**config.mk**
```make
export PLATFORM = sky130hd
export DESIGN_NAME = three_region_page_cache_directory_top
export DESIGN_NICKNAME = d
export VERILOG_FILES = /design/src/rtl/trpcd_pkg.sv /design/src/rtl/three_region_page_cache_directory_top.sv /design/src/rtl/trpcd_ram.sv
export SDC_FILE = /design/constraint.sdc
export NUM_CORES = 2
export LEC_CHECK = 0
export ABC_CLOCK_PERIOD_IN_PS = 6800
export BUFFER_PORTS_ARGS = -buffer_cell sky130_fd_sc_hd__buf_2
export CORE_MARGIN = 2
export CORE_UTILIZATION = 55
export DETAILED_ROUTE_END_ITERATION = 6
export HOLD_SLACK_MARGIN = 0.12
export PLACE_DENSITY = 0.84
export SYNTH_ARGS = -nofsm -noshare
export SYNTH_HDL_FRONTEND = slang
export SYNTH_SLANG_ARGS = --single-unit
```
**constraint.sdc**
```tcl
create_clock -name i_clk -period 6.8 [get_ports i_clk]
set_input_delay 1.36 -clock i_clk [delete_from_list [all_inputs] [get_ports i_clk]]
set_output_delay 1.36 -clock i_clk [all_outputs]
set_load 0.1 [all_outputs]
```
**src/rtl/trpcd_pkg.sv**
```systemverilog
// shared types and constants of the page cache directory
`default_nettype none

package trpcd_pkg;

    localparam int CMD_W      = 3;
    localparam int PAGE_W     = 32;
    localparam int LEVEL_W    = 8;
    localparam int SLOT_OUT_W = 6;
    localparam int CFG_IDX_W  = 1;
    localparam int CFG_DATA_W = 32;

    localparam logic [CMD_W-1:0] CMD_GET       = 3'd0;
    localparam logic [CMD_W-1:0] CMD_LOOKUP    = 3'd1;
    localparam logic [CMD_W-1:0] CMD_MARK      = 3'd2;
    localparam logic [CMD_W-1:0] CMD_FREE      = 3'd3;
    localparam logic [CMD_W-1:0] CMD_FLUSH_BOT = 3'd4;
    localparam logic [CMD_W-1:0] CMD_FLUSH_ALL = 3'd5;

    localparam logic [CFG_IDX_W-1:0] CFG_TOP_LIMIT  = 1'd0;
    localparam logic [CFG_IDX_W-1:0] CFG_INIT_COUNT = 1'd1;

    localparam logic [LEVEL_W-1:0] TOP_LIMIT_RESET = 8'd1;
    localparam logic [PAGE_W-1:0]  COUNT_RESET     = 32'd0;

    // one directory entry as held in the tag memory
    typedef struct packed {
        logic              valid;
        logic              dirty;
        logic [PAGE_W-1:0] page;
    } t_entry;

    localparam int ENTRY_W = $bits(t_entry);

endpackage

`default_nettype wire

```
**src/rtl/three_region_page_cache_directory_top.sv**
```systemverilog
// page cache directory top: walk for get, lookup, flush; one-slot update for mark, free
// get and lookup: result from the final state after the walk, next request once busy drops
// flush: same walk, write-back results one per valid dirty entry; bottom flush skips the
// walk if its first slot is empty; mark dirty and free slot: skipped when out of range;
// throughput set by the single tag memory walked one entry per cycle; after reset a sweep
// clearing all TOTAL entries keeps busy high, configuration writes are taken during it
`default_nettype none

module three_region_page_cache_directory_top #(
    parameter int TOP_REGION_SLOTS = 16,
    parameter int MID_REGION_SLOTS = 16,
    parameter int LOW_REGION_SLOTS = 8
) (
    input  wire logic                                i_clk,
    input  wire logic                                i_rst_n,
    // request handshake
    input  wire logic                                start,
    output logic                                     busy,
    // configuration write port
    input  wire logic                                i_cfg_we,
    input  wire logic [trpcd_pkg::CFG_IDX_W-1:0]     i_cfg_idx,
    input  wire logic [trpcd_pkg::CFG_DATA_W-1:0]    i_cfg_data,
    // request fields
    input  wire logic [trpcd_pkg::CMD_W-1:0]         i_cmd,
    input  wire logic [trpcd_pkg::PAGE_W-1:0]        i_page_num,
    input  wire logic [trpcd_pkg::LEVEL_W-1:0]       i_level,
    input  wire logic                                i_fresh_page,
    input  wire logic [trpcd_pkg::SLOT_OUT_W-1:0]    i_target_slot,
    // result strobe and fields
    output logic                                     o_result_valid,
    output logic                                     o_hit,
    output logic      [trpcd_pkg::SLOT_OUT_W-1:0]    o_slot,
    output logic                                     o_fetch_needed,
    output logic                                     o_full_error,
    output logic                                     o_writeback,
    output logic      [trpcd_pkg::PAGE_W-1:0]        o_writeback_page,
    output logic      [trpcd_pkg::PAGE_W-1:0]        o_page_count,
    output logic                                     o_last
);

    // directory geometry
    localparam int TOTAL     = TOP_REGION_SLOTS + MID_REGION_SLOTS + LOW_REGION_SLOTS;
    localparam int MID_START = TOP_REGION_SLOTS;
    localparam int LOW_START = TOP_REGION_SLOTS + MID_REGION_SLOTS;
    localparam int SLOT_W    = $clog2(TOTAL);
    localparam int ENTRY_W   = trpcd_pkg::ENTRY_W;

    localparam logic [SLOT_W-1:0] LAST_IDX = SLOT_W'(TOTAL - 1);
    localparam logic [SLOT_W-1:0] MID_IDX  = SLOT_W'(MID_START);
    localparam logic [SLOT_W-1:0] LOW_IDX  = SLOT_W'(LOW_START);

    // region codes
    localparam logic [1:0] REG_TOP = 2'd0;
    localparam logic [1:0] REG_MID = 2'd1;
    localparam logic [1:0] REG_LOW = 2'd2;

    // sequencer states
    localparam logic [2:0] S_CLEAR     = 3'd0;
    localparam logic [2:0] S_IDLE      = 3'd1;
    localparam logic [2:0] S_PRE       = 3'd2;
    localparam logic [2:0] S_CHECK     = 3'd3;
    localparam logic [2:0] S_WALK      = 3'd4;
    localparam logic [2:0] S_SINGLE_RD = 3'd5;
    localparam logic [2:0] S_SINGLE_WR = 3'd6;
    localparam logic [2:0] S_FIN       = 3'd7;

    // control state
    logic [2:0]        r_state, n_state;
    logic [SLOT_W-1:0] r_addr, n_addr;       // next entry to read
    logic              r_issue, n_issue;     // a walk read is issued this cycle
    logic              r_pvld, n_pvld;       // read data of r_pidx is valid
    logic [SLOT_W-1:0] r_pidx, n_pidx;       // entry whose data is on the ram output
    logic [trpcd_pkg::LEVEL_W-1:0] r_limit, n_limit;
    logic [trpcd_pkg::PAGE_W-1:0]  r_count, n_count;

    // search bookkeeping, one slot per region
    logic [2:0]        r_act, n_act;             // region still before its first empty slot
    logic [2:0]        r_free_ok, n_free_ok;     // region has a first empty slot
    logic [SLOT_W-1:0] r_free_idx [3];
    logic [SLOT_W-1:0] n_free_idx [3];
    logic [2:0]        r_free_dirty, n_free_dirty;
    logic              r_hit, n_hit;
    logic [SLOT_W-1:0] r_hit_idx, n_hit_idx;
    logic              r_run_act, n_run_act;     // bottom run still being freed

    // latched request
    logic [trpcd_pkg::CMD_W-1:0]      r_cmd;
    logic [trpcd_pkg::PAGE_W-1:0]     r_page;
    logic [trpcd_pkg::LEVEL_W-1:0]    r_level;
    logic                             r_fresh;
    logic [trpcd_pkg::SLOT_OUT_W-1:0] r_target;
    logic [SLOT_W-1:0]                r_tidx;

    // result registers
    logic                             r_out_valid, n_out_valid;
    logic                             r_out_hit, n_out_hit;
    logic [trpcd_pkg::SLOT_OUT_W-1:0] r_out_slot, n_out_slot;
    logic                             r_out_fetch, n_out_fetch;
    logic                             r_out_full, n_out_full;
    logic                             r_out_wb, n_out_wb;
    logic [trpcd_pkg::PAGE_W-1:0]     r_out_wb_page, n_out_wb_page;
    logic                             r_out_last, n_out_last;

    // tag memory port
    logic                 ram_we;
    logic [SLOT_W-1:0]    ram_wr_addr;
    logic [ENTRY_W-1:0]   ram_wr_data;
    logic [SLOT_W-1:0]    ram_rd_addr;
    logic [ENTRY_W-1:0]   ram_rd_data;

    trpcd_pkg::t_entry rd_entry;
    trpcd_pkg::t_entry wr_entry;
    logic [1:0]        p_reg;
    logic              accept;

    // fill choice for a get miss
    logic              fill_ok;
    logic [SLOT_W-1:0] fill_idx;
    logic              fill_dirty;

    assign accept   = start && (r_state == S_IDLE);
    assign busy     = (r_state != S_IDLE);
    assign rd_entry = trpcd_pkg::t_entry'(ram_rd_data);
    assign p_reg    = (r_pidx < MID_IDX) ? REG_TOP : ((r_pidx < LOW_IDX) ? REG_MID : REG_LOW);

    trpcd_ram #(
        .WIDTH(ENTRY_W),
        .DEPTH(TOTAL)
    ) u_tag_ram (
        .i_clk    (i_clk),
        .i_we     (ram_we),
        .i_wr_addr(ram_wr_addr),
        .i_wr_data(ram_wr_data),
        .i_rd_addr(ram_rd_addr),
        .o_rd_data(ram_rd_data)
    );

    // read address: fixed probe for the bottom check, target slot for single-slot updates
    always_comb begin
        case (r_state)
            S_PRE:       ram_rd_addr = LOW_IDX;
            S_SINGLE_RD: ram_rd_addr = r_tidx;
            default:     ram_rd_addr = r_addr;
        endcase
    end

    // first free slot: top only within the level limit, then middle, then bottom
    always_comb begin
        fill_ok    = 1'b1;
        fill_idx   = r_free_idx[REG_TOP];
        fill_dirty = r_free_dirty[REG_TOP];
        if (r_free_ok[REG_TOP] && (r_level <= r_limit)) begin
            fill_idx   = r_free_idx[REG_TOP];
            fill_dirty = r_free_dirty[REG_TOP];
        end else if (r_free_ok[REG_MID]) begin
            fill_idx   = r_free_idx[REG_MID];
            fill_dirty = r_free_dirty[REG_MID];
        end else if (r_free_ok[REG_LOW]) begin
            fill_idx   = r_free_idx[REG_LOW];
            fill_dirty = r_free_dirty[REG_LOW];
        end else begin
            fill_ok = 1'b0;
        end
    end

    always_comb begin
        n_state      = r_state;
        n_addr       = r_addr;
        n_issue      = r_issue;
        n_pvld       = 1'b0;
        n_pidx       = r_pidx;
        n_limit      = r_limit;
        n_count      = r_count;
        n_act        = r_act;
        n_free_ok    = r_free_ok;
        n_free_idx   = r_free_idx;
        n_free_dirty = r_free_dirty;
        n_hit        = r_hit;
        n_hit_idx    = r_hit_idx;
        n_run_act    = r_run_act;

        n_out_valid   = 1'b0;
        n_out_hit     = 1'b0;
        n_out_slot    = '0;
        n_out_fetch   = 1'b0;
        n_out_full    = 1'b0;
        n_out_wb      = 1'b0;
        n_out_wb_page = '0;
        n_out_last    = 1'b0;

        ram_we      = 1'b0;
        ram_wr_addr = r_pidx;
        wr_entry    = rd_entry;
        ram_wr_data = wr_entry;

        case (r_state)
            // sweep zeros through the tag memory after reset
            S_CLEAR: begin
                ram_we      = 1'b1;
                ram_wr_addr = r_addr;
                ram_wr_data = '0;
                n_addr      = r_addr + 1'b1;
                if (r_addr == LAST_IDX) begin
                    n_addr  = '0;
                    n_state = S_IDLE;
                end
            end

            S_IDLE: begin
                if (start) begin
                    n_addr    = '0;
                    n_act     = 3'b111;
                    n_free_ok = 3'b000;
                    n_hit     = 1'b0;
                    n_run_act = 1'b1;
                    case (i_cmd)
                        trpcd_pkg::CMD_GET, trpcd_pkg::CMD_LOOKUP,
                        trpcd_pkg::CMD_FLUSH_ALL: begin
                            n_issue = 1'b1;
                            n_state = S_WALK;
                        end
                        trpcd_pkg::CMD_MARK, trpcd_pkg::CMD_FREE: begin
                            // out-of-range slots are ignored
                            if (int'(i_target_slot) < TOTAL) begin
                                n_state = S_SINGLE_RD;
                            end else begin
                                n_state = S_FIN;
                            end
                        end
                        trpcd_pkg::CMD_FLUSH_BOT: begin
                            n_state = S_PRE;
                        end
                        default: begin
                            n_state = S_FIN;
                        end
                    endcase
                end
            end

            // probe the first bottom slot
            S_PRE: begin
                n_state = S_CHECK;
            end

            S_CHECK: begin
                if (rd_entry.valid) begin
                    n_issue = 1'b1;
                    n_state = S_WALK;
                end else begin
                    n_state = S_FIN;
                end
            end

            // one read issued and one entry processed per cycle
            S_WALK: begin
                if (r_issue) begin
                    n_addr = r_addr + 1'b1;
                    n_pidx = r_addr;
                    n_pvld = 1'b1;
                    if (r_addr == LAST_IDX) begin
                        n_issue = 1'b0;
                    end
                end
                if (r_pvld) begin
                    case (r_cmd)
                        trpcd_pkg::CMD_GET, trpcd_pkg::CMD_LOOKUP: begin
                            if (!r_hit && r_act[p_reg]) begin
                                if (rd_entry.valid) begin
                                    if (rd_entry.page == r_page) begin
                                        n_hit     = 1'b1;
                                        n_hit_idx = r_pidx;
                                    end
                                end else begin
                                    n_act[p_reg]        = 1'b0;
                                    n_free_ok[p_reg]    = 1'b1;
                                    n_free_idx[p_reg]   = r_pidx;
                                    n_free_dirty[p_reg] = rd_entry.dirty;
                                end
                            end
                        end
                        trpcd_pkg::CMD_FLUSH_BOT, trpcd_pkg::CMD_FLUSH_ALL: begin
                            // clean valid dirty entries, free per command
                            wr_entry.dirty = rd_entry.dirty & ~rd_entry.valid;
                            if (r_cmd == trpcd_pkg::CMD_FLUSH_ALL) begin
                                wr_entry.valid = 1'b0;
                            end else if ((p_reg == REG_LOW) && r_run_act) begin
                                if (rd_entry.valid) begin
                                    wr_entry.valid = 1'b0;
                                end else begin
                                    n_run_act = 1'b0;
                                end
                            end
                            ram_we      = 1'b1;
                            ram_wr_addr = r_pidx;
                            ram_wr_data = wr_entry;
                            if (rd_entry.valid && rd_entry.dirty) begin
                                n_out_valid   = 1'b1;
                                n_out_slot    = trpcd_pkg::SLOT_OUT_W'(r_pidx);
                                n_out_wb      = 1'b1;
                                n_out_wb_page = rd_entry.page;
                            end
                        end
                        default: begin
                        end
                    endcase
                    if (!r_issue) begin
                        n_state = S_FIN;
                    end
                end
            end

            S_SINGLE_RD: begin
                n_state = S_SINGLE_WR;
            end

            // read-modify-write of the target slot
            S_SINGLE_WR: begin
                if (r_cmd == trpcd_pkg::CMD_MARK) begin
                    wr_entry.dirty = 1'b1;
                end else begin
                    wr_entry.valid = 1'b0;
                end
                ram_we      = 1'b1;
                ram_wr_addr = r_tidx;
                ram_wr_data = wr_entry;
                n_state     = S_FIN;
            end

            // final result of every request
            S_FIN: begin
                n_out_valid = 1'b1;
                n_out_last  = 1'b1;
                n_state     = S_IDLE;
                case (r_cmd)
                    trpcd_pkg::CMD_GET: begin
                        if (r_hit) begin
                            n_out_hit  = 1'b1;
                            n_out_slot = trpcd_pkg::SLOT_OUT_W'(r_hit_idx);
                        end else if (fill_ok) begin
                            wr_entry.valid = 1'b1;
                            wr_entry.dirty = fill_dirty;
                            wr_entry.page  = r_page;
                            ram_we         = 1'b1;
                            ram_wr_addr    = fill_idx;
                            ram_wr_data    = wr_entry;
                            n_out_slot     = trpcd_pkg::SLOT_OUT_W'(fill_idx);
                            n_out_fetch    = ~r_fresh;
                            if (r_fresh) begin
                                n_count = r_count + 1'b1;
                            end
                        end else begin
                            n_out_full = 1'b1;
                        end
                    end
                    trpcd_pkg::CMD_LOOKUP: begin
                        if (r_hit) begin
                            n_out_hit  = 1'b1;
                            n_out_slot = trpcd_pkg::SLOT_OUT_W'(r_hit_idx);
                        end else begin
                            n_out_fetch = 1'b1;
                        end
                    end
                    trpcd_pkg::CMD_MARK, trpcd_pkg::CMD_FREE: begin
                        n_out_slot = r_target;
                    end
                    default: begin
                    end
                endcase
            end

            default: begin
                n_state = S_IDLE;
            end
        endcase

        // user sends configuration writes only while no request is in flight; unchecked
        if (i_cfg_we) begin
            case (i_cfg_idx)
                trpcd_pkg::CFG_TOP_LIMIT:  n_limit = i_cfg_data[trpcd_pkg::LEVEL_W-1:0];
                trpcd_pkg::CFG_INIT_COUNT: n_count = i_cfg_data;
                default: begin
                end
            endcase
        end
    end

    // control registers
    always_ff @(posedge i_clk) begin
        if (!i_rst_n) begin
            r_state     <= S_CLEAR;
            r_addr      <= '0;
            r_issue     <= 1'b0;
            r_pvld      <= 1'b0;
            r_limit     <= trpcd_pkg::TOP_LIMIT_RESET;
            r_count     <= trpcd_pkg::COUNT_RESET;
            r_out_valid <= 1'b0;
        end else begin
            r_state     <= n_state;
            r_addr      <= n_addr;
            r_issue     <= n_issue;
            r_pvld      <= n_pvld;
            r_limit     <= n_limit;
            r_count     <= n_count;
            r_out_valid <= n_out_valid;
        end
    end

    // payload and bookkeeping registers
    always_ff @(posedge i_clk) begin
        r_pidx        <= n_pidx;
        r_act         <= n_act;
        r_free_ok     <= n_free_ok;
        r_free_idx    <= n_free_idx;
        r_free_dirty  <= n_free_dirty;
        r_hit         <= n_hit;
        r_hit_idx     <= n_hit_idx;
        r_run_act     <= n_run_act;
        r_out_hit     <= n_out_hit;
        r_out_slot    <= n_out_slot;
        r_out_fetch   <= n_out_fetch;
        r_out_full    <= n_out_full;
        r_out_wb      <= n_out_wb;
        r_out_wb_page <= n_out_wb_page;
        r_out_last    <= n_out_last;
        if (accept) begin
            r_cmd    <= i_cmd;
            r_page   <= i_page_num;
            r_level  <= i_level;
            r_fresh  <= i_fresh_page;
            r_target <= i_target_slot;
            r_tidx   <= SLOT_W'(i_target_slot);
        end
    end

    assign o_result_valid   = r_out_valid;
    assign o_hit            = r_out_hit;
    assign o_slot           = r_out_slot;
    assign o_fetch_needed   = r_out_fetch;
    assign o_full_error     = r_out_full;
    assign o_writeback      = r_out_wb;
    assign o_writeback_page = r_out_wb_page;
    assign o_page_count     = r_count;
    assign o_last           = r_out_last;

endmodule

`default_nettype wire

```
**src/rtl/trpcd_ram.sv**
```systemverilog
// generic single-write, single-read ram with registered read data
`default_nettype none

module trpcd_ram #(
    parameter int WIDTH = 34,
    parameter int DEPTH = 40
) (
    input  wire logic                     i_clk,
    input  wire logic                     i_we,
    input  wire logic [$clog2(DEPTH)-1:0] i_wr_addr,
    input  wire logic [WIDTH-1:0]         i_wr_data,
    input  wire logic [$clog2(DEPTH)-1:0] i_rd_addr,
    output logic      [WIDTH-1:0]         o_rd_data
);

    logic [WIDTH-1:0] r_mem [DEPTH];

    always_ff @(posedge i_clk) begin
        if (i_we) begin
            r_mem[i_wr_addr] <= i_wr_data;
        end
        o_rd_data <= r_mem[i_rd_addr];
    end

endmodule

`default_nettype wire

```
# [Yosys cells after proc, flatten, opt, wreduce, memory -nomap -nowiden]
# Memory sizes are Yosys's and may differ from the RTL's. A register that Yosys moved wholly into a read port is not among the register bits.
# Index checks and enable logic that the tools add are counted.
[totals] ff_bits=186 mem_bits_rw=1360 input_bits=87 output_inout_bits=77 word_cells=233 mem_count=1
[classes] n_addsub=2 n_lt_le_gt_ge=8 n_eq_ne=36 mux=113 bitwise=10 reduce_logical=34
[memory_table] memory="u_tag_ram.r_mem" words=40 width=34 rd=1 rd_clocked_by_memory_dff=1 wr=1 line_no="trpcd_ram.sv:16" text="logic [WIDTH-1:0] r_mem [DEPTH];"
[ops] op="two-way mux 32 bit" count=7
[ops] op="two-way mux 34 bit" count=5
[ops] op="one-hot mux 34 bit (4 select lines)" count=1
[ops] op="two-way mux 6 bit" count=16
[ops] op="one-hot mux 6 bit (3 select lines)" count=3
[ops] op="two-way mux 1 bit" count=46
[ops] op="two-way mux 3 bit" count=14
[ops] op="adder 32 x 1 -> 32 bit (second input constant)" count=1
[ops] op="equality test 32 bit" count=1
[ops] op="equality test 3 bit (second input constant)" count=8
[ops] op="one-hot mux 3 bit (8 select lines)" count=1
[ops] op="one-hot mux 6 bit (2 select lines)" count=2
[ops] op="inequality test 2 bit (second input constant)" count=11
[ops] op="bitwise mux 18 bit" count=1
[ops] op="equality test 3 x 2 -> 1 bit (second input constant)" count=6
[ops] op="AND reduction 7 bit" count=2
[ops] op="demux 6 bit (select 2 bit)" count=1
[ops] op="less-than comparator 6 bit (second input constant)" count=2
[ops] op="one-hot mux 3 bit (2 select lines)" count=2
[ops] op="AND reduction 4 bit" count=3
[ops] op="AND reduction 6 bit" count=2
[ops] op="OR reduction 2 bit" count=5
[ops] op="equality test 3 x 1 -> 1 bit (second input constant)" count=3
[ops] op="logical NOT 3 bit" count=3
[ops] op="32 further kinds" count=57

# [Depth between registers and ports, before layout]
[logic_depth] ltp_word=14 mapped_depth=12

# [By module]
# From an unflattened synthesis, not the netlist that was laid out.
[unflattened] cells_unflattened=3692 area_unflattened_um2=62914.1
[by_module_without_submodules] module="trpcd_ram" n_inst=1 cells_each=2719 area_each_um2=53799.1 seq_area_each_um2=41519.8
[by_module_without_submodules] module="three_region_page_cache_directory_top" n_inst=1 cells_each=973 area_each_um2=9115.0 seq_area_each_um2=4634.4

# [Worst setup path after synthesis]
# OpenSTA, ideal clock, no wires.
[synth_timing] path_type="flip-flop to flip-flop" start="register r_limit[5] (netlist name)" end="memory u_tag_ram.r_mem[17][0] (enable)" arrival_ns=4.585 setup_slack_ns=1.748 path_stages_with_launch=11 n_path_buf=0 period_less_slack_ns=5.052 cell_sequence="dfxtp_1 inv_1 ha_1 a21o_1 nand3_1 nand4b_1 o21ai_2 nand2_2 a311oi_2 nand4bb_1 nor3_1"
[synth_between] elab_chain_len=9 elab_cells_between_ends=14
[synth_rtl] element="from (decl)" line_no="three_region_page_cache_directory_top.sv:73" text="logic [trpcd_pkg::LEVEL_W-1:0] r_limit, n_limit;"
[synth_rtl] element="from (signal assigned)" line_no="three_region_page_cache_directory_top.sv:394" text="r_limit <= trpcd_pkg::TOP_LIMIT_RESET;"
[synth_rtl] element="from (signal assigned)" line_no="three_region_page_cache_directory_top.sv:402" text="r_limit <= n_limit;"
[synth_rtl] element="less-or-equal comparator 8 bit *" line_no="three_region_page_cache_directory_top.sv:152" text="if (r_free_ok[REG_TOP] && (r_level <= r_limit)) begin"
[synth_rtl] element="logical AND 1 bit *" line_no="three_region_page_cache_directory_top.sv:152"
[synth_rtl] element="two-way mux 1 bit" line_no="three_region_page_cache_directory_top.sv:152"
[synth_rtl] element="two-way mux 1 bit" line_no="three_region_page_cache_directory_top.sv:339" text="end else if (fill_ok) begin"
[synth_rtl] element="two-way mux 1 bit" line_no="three_region_page_cache_directory_top.sv:336" text="if (r_hit) begin"
[synth_rtl] element="two-way mux 1 bit" line_no="three_region_page_cache_directory_top.sv:334" text="case (r_cmd)"
[synth_rtl] element="one-hot mux 1 bit (3 select lines)" line_no="three_region_page_cache_directory_top.sv:196" text="case (r_state)"
[synth_rtl] element="two-way mux 1 bit" line_no="trpcd_ram.sv:19" text="if (i_we) begin"
[synth_rtl] element="two-way mux 1 bit (implied by the code)" line_no="trpcd_ram.sv:20" text="r_mem[i_wr_addr] <= i_wr_data;"
[synth_rtl] element="to (decl)" line_no="trpcd_ram.sv:16"
# Mark *: on every way between the ends. The rest lies on a longest branch, timed or not.

# [Worst setup path in the final report]
[layout_timing] start="register r_limit[5] (netlist name)" end="memory u_tag_ram.r_mem[5][28] (enable)"
# The elaborated chain is that of the path after synthesis.

==> run_results.csv <==
group,metric,value,unit
run_status,status,"finished, violations left",
run_status,violations,"design-rule violations",
clocking,post_cts_buffers,0,
critical_path,cp_max_fo,23,
timing,tns,0,ps
critical_path,cp-end-kind,"flip-flop",
timing,drv_slew,0,
synth,synth_edf_count,1451,
synth,yosysUniqueCellTypes,75,
detailed_routing,vias,39500,
timing,clock_skew,34.4,ps
run,max-cap-violations,0,
timing,max_freq,184,MHz
hold_path,min_from,"r_limit[3]$_SDFFE_PN0P_",
critical_path,worstPathBufferInverterCount,2,
critical_path,reg2reg_slack,1350,ps
critical_path,cp_data_arrival_time,5900,ps
synth,synthArstFlopShare,0,%
die,die_area,115000,um2
timing,max_slew_margin,6.29,%
global_routing,grt_max_degree,173,
global_routing,antenna_found_initial,9,
detailed_routing,dr.pass1.iters,7,
critical_path,worstSetupStartpointType,"flip-flop",
critical_path,worst_path_dominant_cell_family,"simple AND/OR/NAND/NOR gates",
synth,synth_area_leader_cell,"edfxtp_1",
global_routing,grt_pass1_vias,38400,
detailed_routing,viasPerCell,6.74,
clocking,cts_resized,0,
synth,syn-num-nets,4167,
clocking,cts-hold-fix-buffers,0,
pwr,p_per_area,339,nW/um2
critical_path,worstReg2RegEnd,"u_tag_ram.r_mem[5][28]$_DFFE_PP_",
detailed_routing,wire_per_inst,29.9,um
synth,synth-main-ff-cell,"edfxtp_1",
hold_path,hold_depth,2,
clocking,cts_buffer_depth,3,
timing,hold_violations,0,
synth,netlist.area_leader.share,70.5,%
clocking,clockRootBuffer,"clkbuf_16",
synth,yosysWarnings,0,
critical_path,critical_path.max_stage_delay,1110,ps
global_routing,grtUsageTotal,30.0,%
hold_path,whs_endpoint,"r_limit[3]$_SDFFE_PN0P_",
critical_path,slowest_stage,"nor2_4",
clocking,cts_tree,"yes",
critical_path,worst_ep_required_time,7250,ps
critical_path,r2r-start,"r_limit[5]$_SDFFE_PN0P_",
placed_design,place.gp.congestion,0.960,
detailed_routing,route.detailed.drc,3,
finish,nets,4338,
die,boundaryPins,164,
timing,setup_viol,0,
finish,syn_to_final_growth,12.9,%
global_routing,overflow,0,
detailed_routing,routed_wl,175,mm
synth,syn_area,61800,um2
synth,syn_avg_cell_area,15.2,um2
detailed_routing,first_iter_violations,7388,
timing,min_period_over_period,80.1,%
finish,drive_gt1_share,17.2,%
clocking,clk_pin_slew_worst_paths,60,ps
synth,netlist_top_cells_area,"edfxtp_1, mux4_2, nand2_1",
clocking,cts_max_level,4,
timing,rsz0062_at_grt,"no",
die,start_util,55.6,%
clocking,insertion_delay,780,ps
detailed_routing,postRouteAntennaNets,0,
critical_path,reg2reg_depth,11,
die,die_h,339,um
pwr,total_power,23.6,mW
synth,yosysSeqAreaShare,74.7,%
synth,synth_cells,4070,
finish,fillCellCount,7241,
hold_path,min_path_type,"flip-flop to flip-flop",
die,die_w,339,um
die,core-area,111000,um2
critical_path,crit_chain,"inv_1 -> ha_1 -> a21o_1 -> nand3_1 -> nand4b_1 -> o21ai_2 -> nand2_2 -> a311oi_2 -> nand4_1 -> nor2_4 -> buf_4",
placed_design,port_buffers,163,
die,rows,122,
timing,tightest_slew,1400,ps
clocking,cts_buffers,152,
pwr,leakage,23.4,nW
critical_path,criticalPathCategory,"flip-flop to flip-flop",
placed_design,hpwl,102,mm
pwr,peakVddDrop,274,uV
clocking,cts_sinks,1580,
synth,synth-seq-cells,1580,
global_routing,grt_pass1_wl,254,mm
timing,fin_crit,5450,ps
## flip-flops by register name, indices dropped and copies added, names as in the netlist, 8 cells and up
register,count
o_page_count,32
r_free_idx,18
r_page,32
u_tag_ram.o_rd_data,34
r_limit,8
u_tag_ram.r_mem,1360
r_level,8
o_writeback_page,32
## final cells by class
class | count | area (um2) | share of cell area, %
Inverter | 29 | 109 | 0.156
Tap cell | 1488 | 1860 | 2.67
Timing Repair Buffer | 251 | 1530 | 2.19
Clock buffer | 216 | 4290 | 6.15
Sequential cell | 1580 | 46200 | 66.1
Multi-Input combinational cell | 2227 | 15200 | 21.7
Clock inverter | 68 | 662 | 0.949
Antenna cell | 4 | 10.0 | 0.0143
## per-stage QoR
stage               hold slack (ps)  std cells  setup slack, ps  area [um2]  utilization, %
finish                          464       5863             1350       69800            62.8
detailed placement              456       5575             1620       64800            58.3
CTS                             466       5859             1540       69800            62.8
global placement                454       5575             1790       64800            58.3
floorplan                       406       4070             1750       61800               -
global route                    492       5859             1250       69800            62.8
## worst reg2reg max path: cells and delay by family (launching register included)
kind,cells,cell delay [ps]
AO/OA/AOI/OAI,3,1350
adder cells (fa/ha/maj),1,300
buffers and inverters,2,450
flip-flops,1,340
AND/OR/NAND/NOR,5,2680
## cell usage in the layout, fill, tap and decap left out, types with 27 or more instances in the layout
cell,n
and2_1,35
a21oi_1,140
and3_1,42
o221ai_1,34
nand4_1,44
mux2i_1,73
a31oi_1,38
o22ai_1,50
xor2_1,42
clkbuf_1,45
nor2_1,67
dfxtp_1,129
edfxtp_1,1451
nand3_1,368
o21ai_0,54
nand2_1,751
clkbuf_16,157
buf_2,163
nor3_1,58
mux4_2,169
buf_4,84
nor2_4,48
inv_1,27
## cells in the mapped netlist (all sizes together) (3+ instances only)
| cell type | n |
|---|---|
| edfxtp | 1451 |
| nand2 | 756 |
| nand3 | 370 |
| mux4 | 169 |
| clkbuf | 145 |
| a21oi | 144 |
| dfxtp | 129 |
| nor2 | 124 |
| buf | 89 |
| mux2i | 73 |
| o21ai | 73 |
| nor3 | 63 |
| o22ai | 50 |
| nand4 | 44 |
| and3 | 42 |
| xor2 | 42 |
| a31oi | 38 |
| and2 | 36 |
| o221ai | 35 |
| inv | 28 |
| xnor2 | 19 |
| nor4 | 12 |
| ha | 10 |
| nor2b | 10 |
| or3 | 10 |
| o211ai | 9 |
| a22oi | 8 |
| a311oi | 8 |
| a211oi | 7 |
| or2 | 7 |
| a221oi | 6 |
| nand2b | 6 |
| a21o | 5 |
| a2111oi | 4 |
| a222oi | 4 |
| nand3b | 4 |
| o21bai | 4 |
| a31o | 3 |
| o31ai | 3 |
## per-layer routing
| metal | share of wire (%) | vias up | wire [um] | global-route usage [%] |
|---|---|---|---|---|
| met4 | 5.3 | 10 | 9340 | 14.4 |
| met3 | 16 | 654 | 27200 | 10.6 |
| met2 | 45 | 3765 | 79500 | 45.5 |
| li1 | - | 15900 | - | - |
| met5 | 0.039 | - | 68 | 0 |
| met1 | 34 | 19200 | 59000 | 38.9 |
## report_power, final
| group | switching, mW | internal (mW) | leakage [nW] |
|---|---|---|---|
| sequential | 0.496 | 11.5 | 14.5 |
| clock | 3.67 | 4.71 | 2.41 |
| combinational | 2.26 | 1.00 | 6.44 |
## kinds of logic after synthesis
family,count (synthesis),share of synthesized area [%]
multiplexers,244,7.37
AO/OA/AOI/OAI,416,4.20
adder cells (fa/ha/maj),10,0.202
XOR/XNOR,61,0.864
buffers and inverters,263,1.90
AND/OR/NAND/NOR,1496,10.8
flip-flops,1580,74.7
## worst max-delay path by stage
stage | startpoint | endpoint | depth (start not counted)
3_3_place_gp | r_limit[5]$_SDFFE_PN0P_ | u_tag_ram.r_mem[5][28]$_DFFE_PP_ | 11
4_1_cts | r_limit[5]$_SDFFE_PN0P_ | u_tag_ram.r_mem[5][28]$_DFFE_PP_ | 11
5_1_grt | r_limit[5]$_SDFFE_PN0P_ | u_tag_ram.r_mem[5][20]$_DFFE_PP_ | 11
6_report | r_limit[5]$_SDFFE_PN0P_ | u_tag_ram.r_mem[5][28]$_DFFE_PP_ | 11
3_5_place_dp | r_limit[5]$_SDFFE_PN0P_ | u_tag_ram.r_mem[5][28]$_DFFE_PP_ | 11
2_1_floorplan | r_limit[5]$_SDFFE_PN0P_ | u_tag_ram.r_mem[17][0]$_DFFE_PP_ | 10
Note: power is estimated with default switching activity, not from simulation.
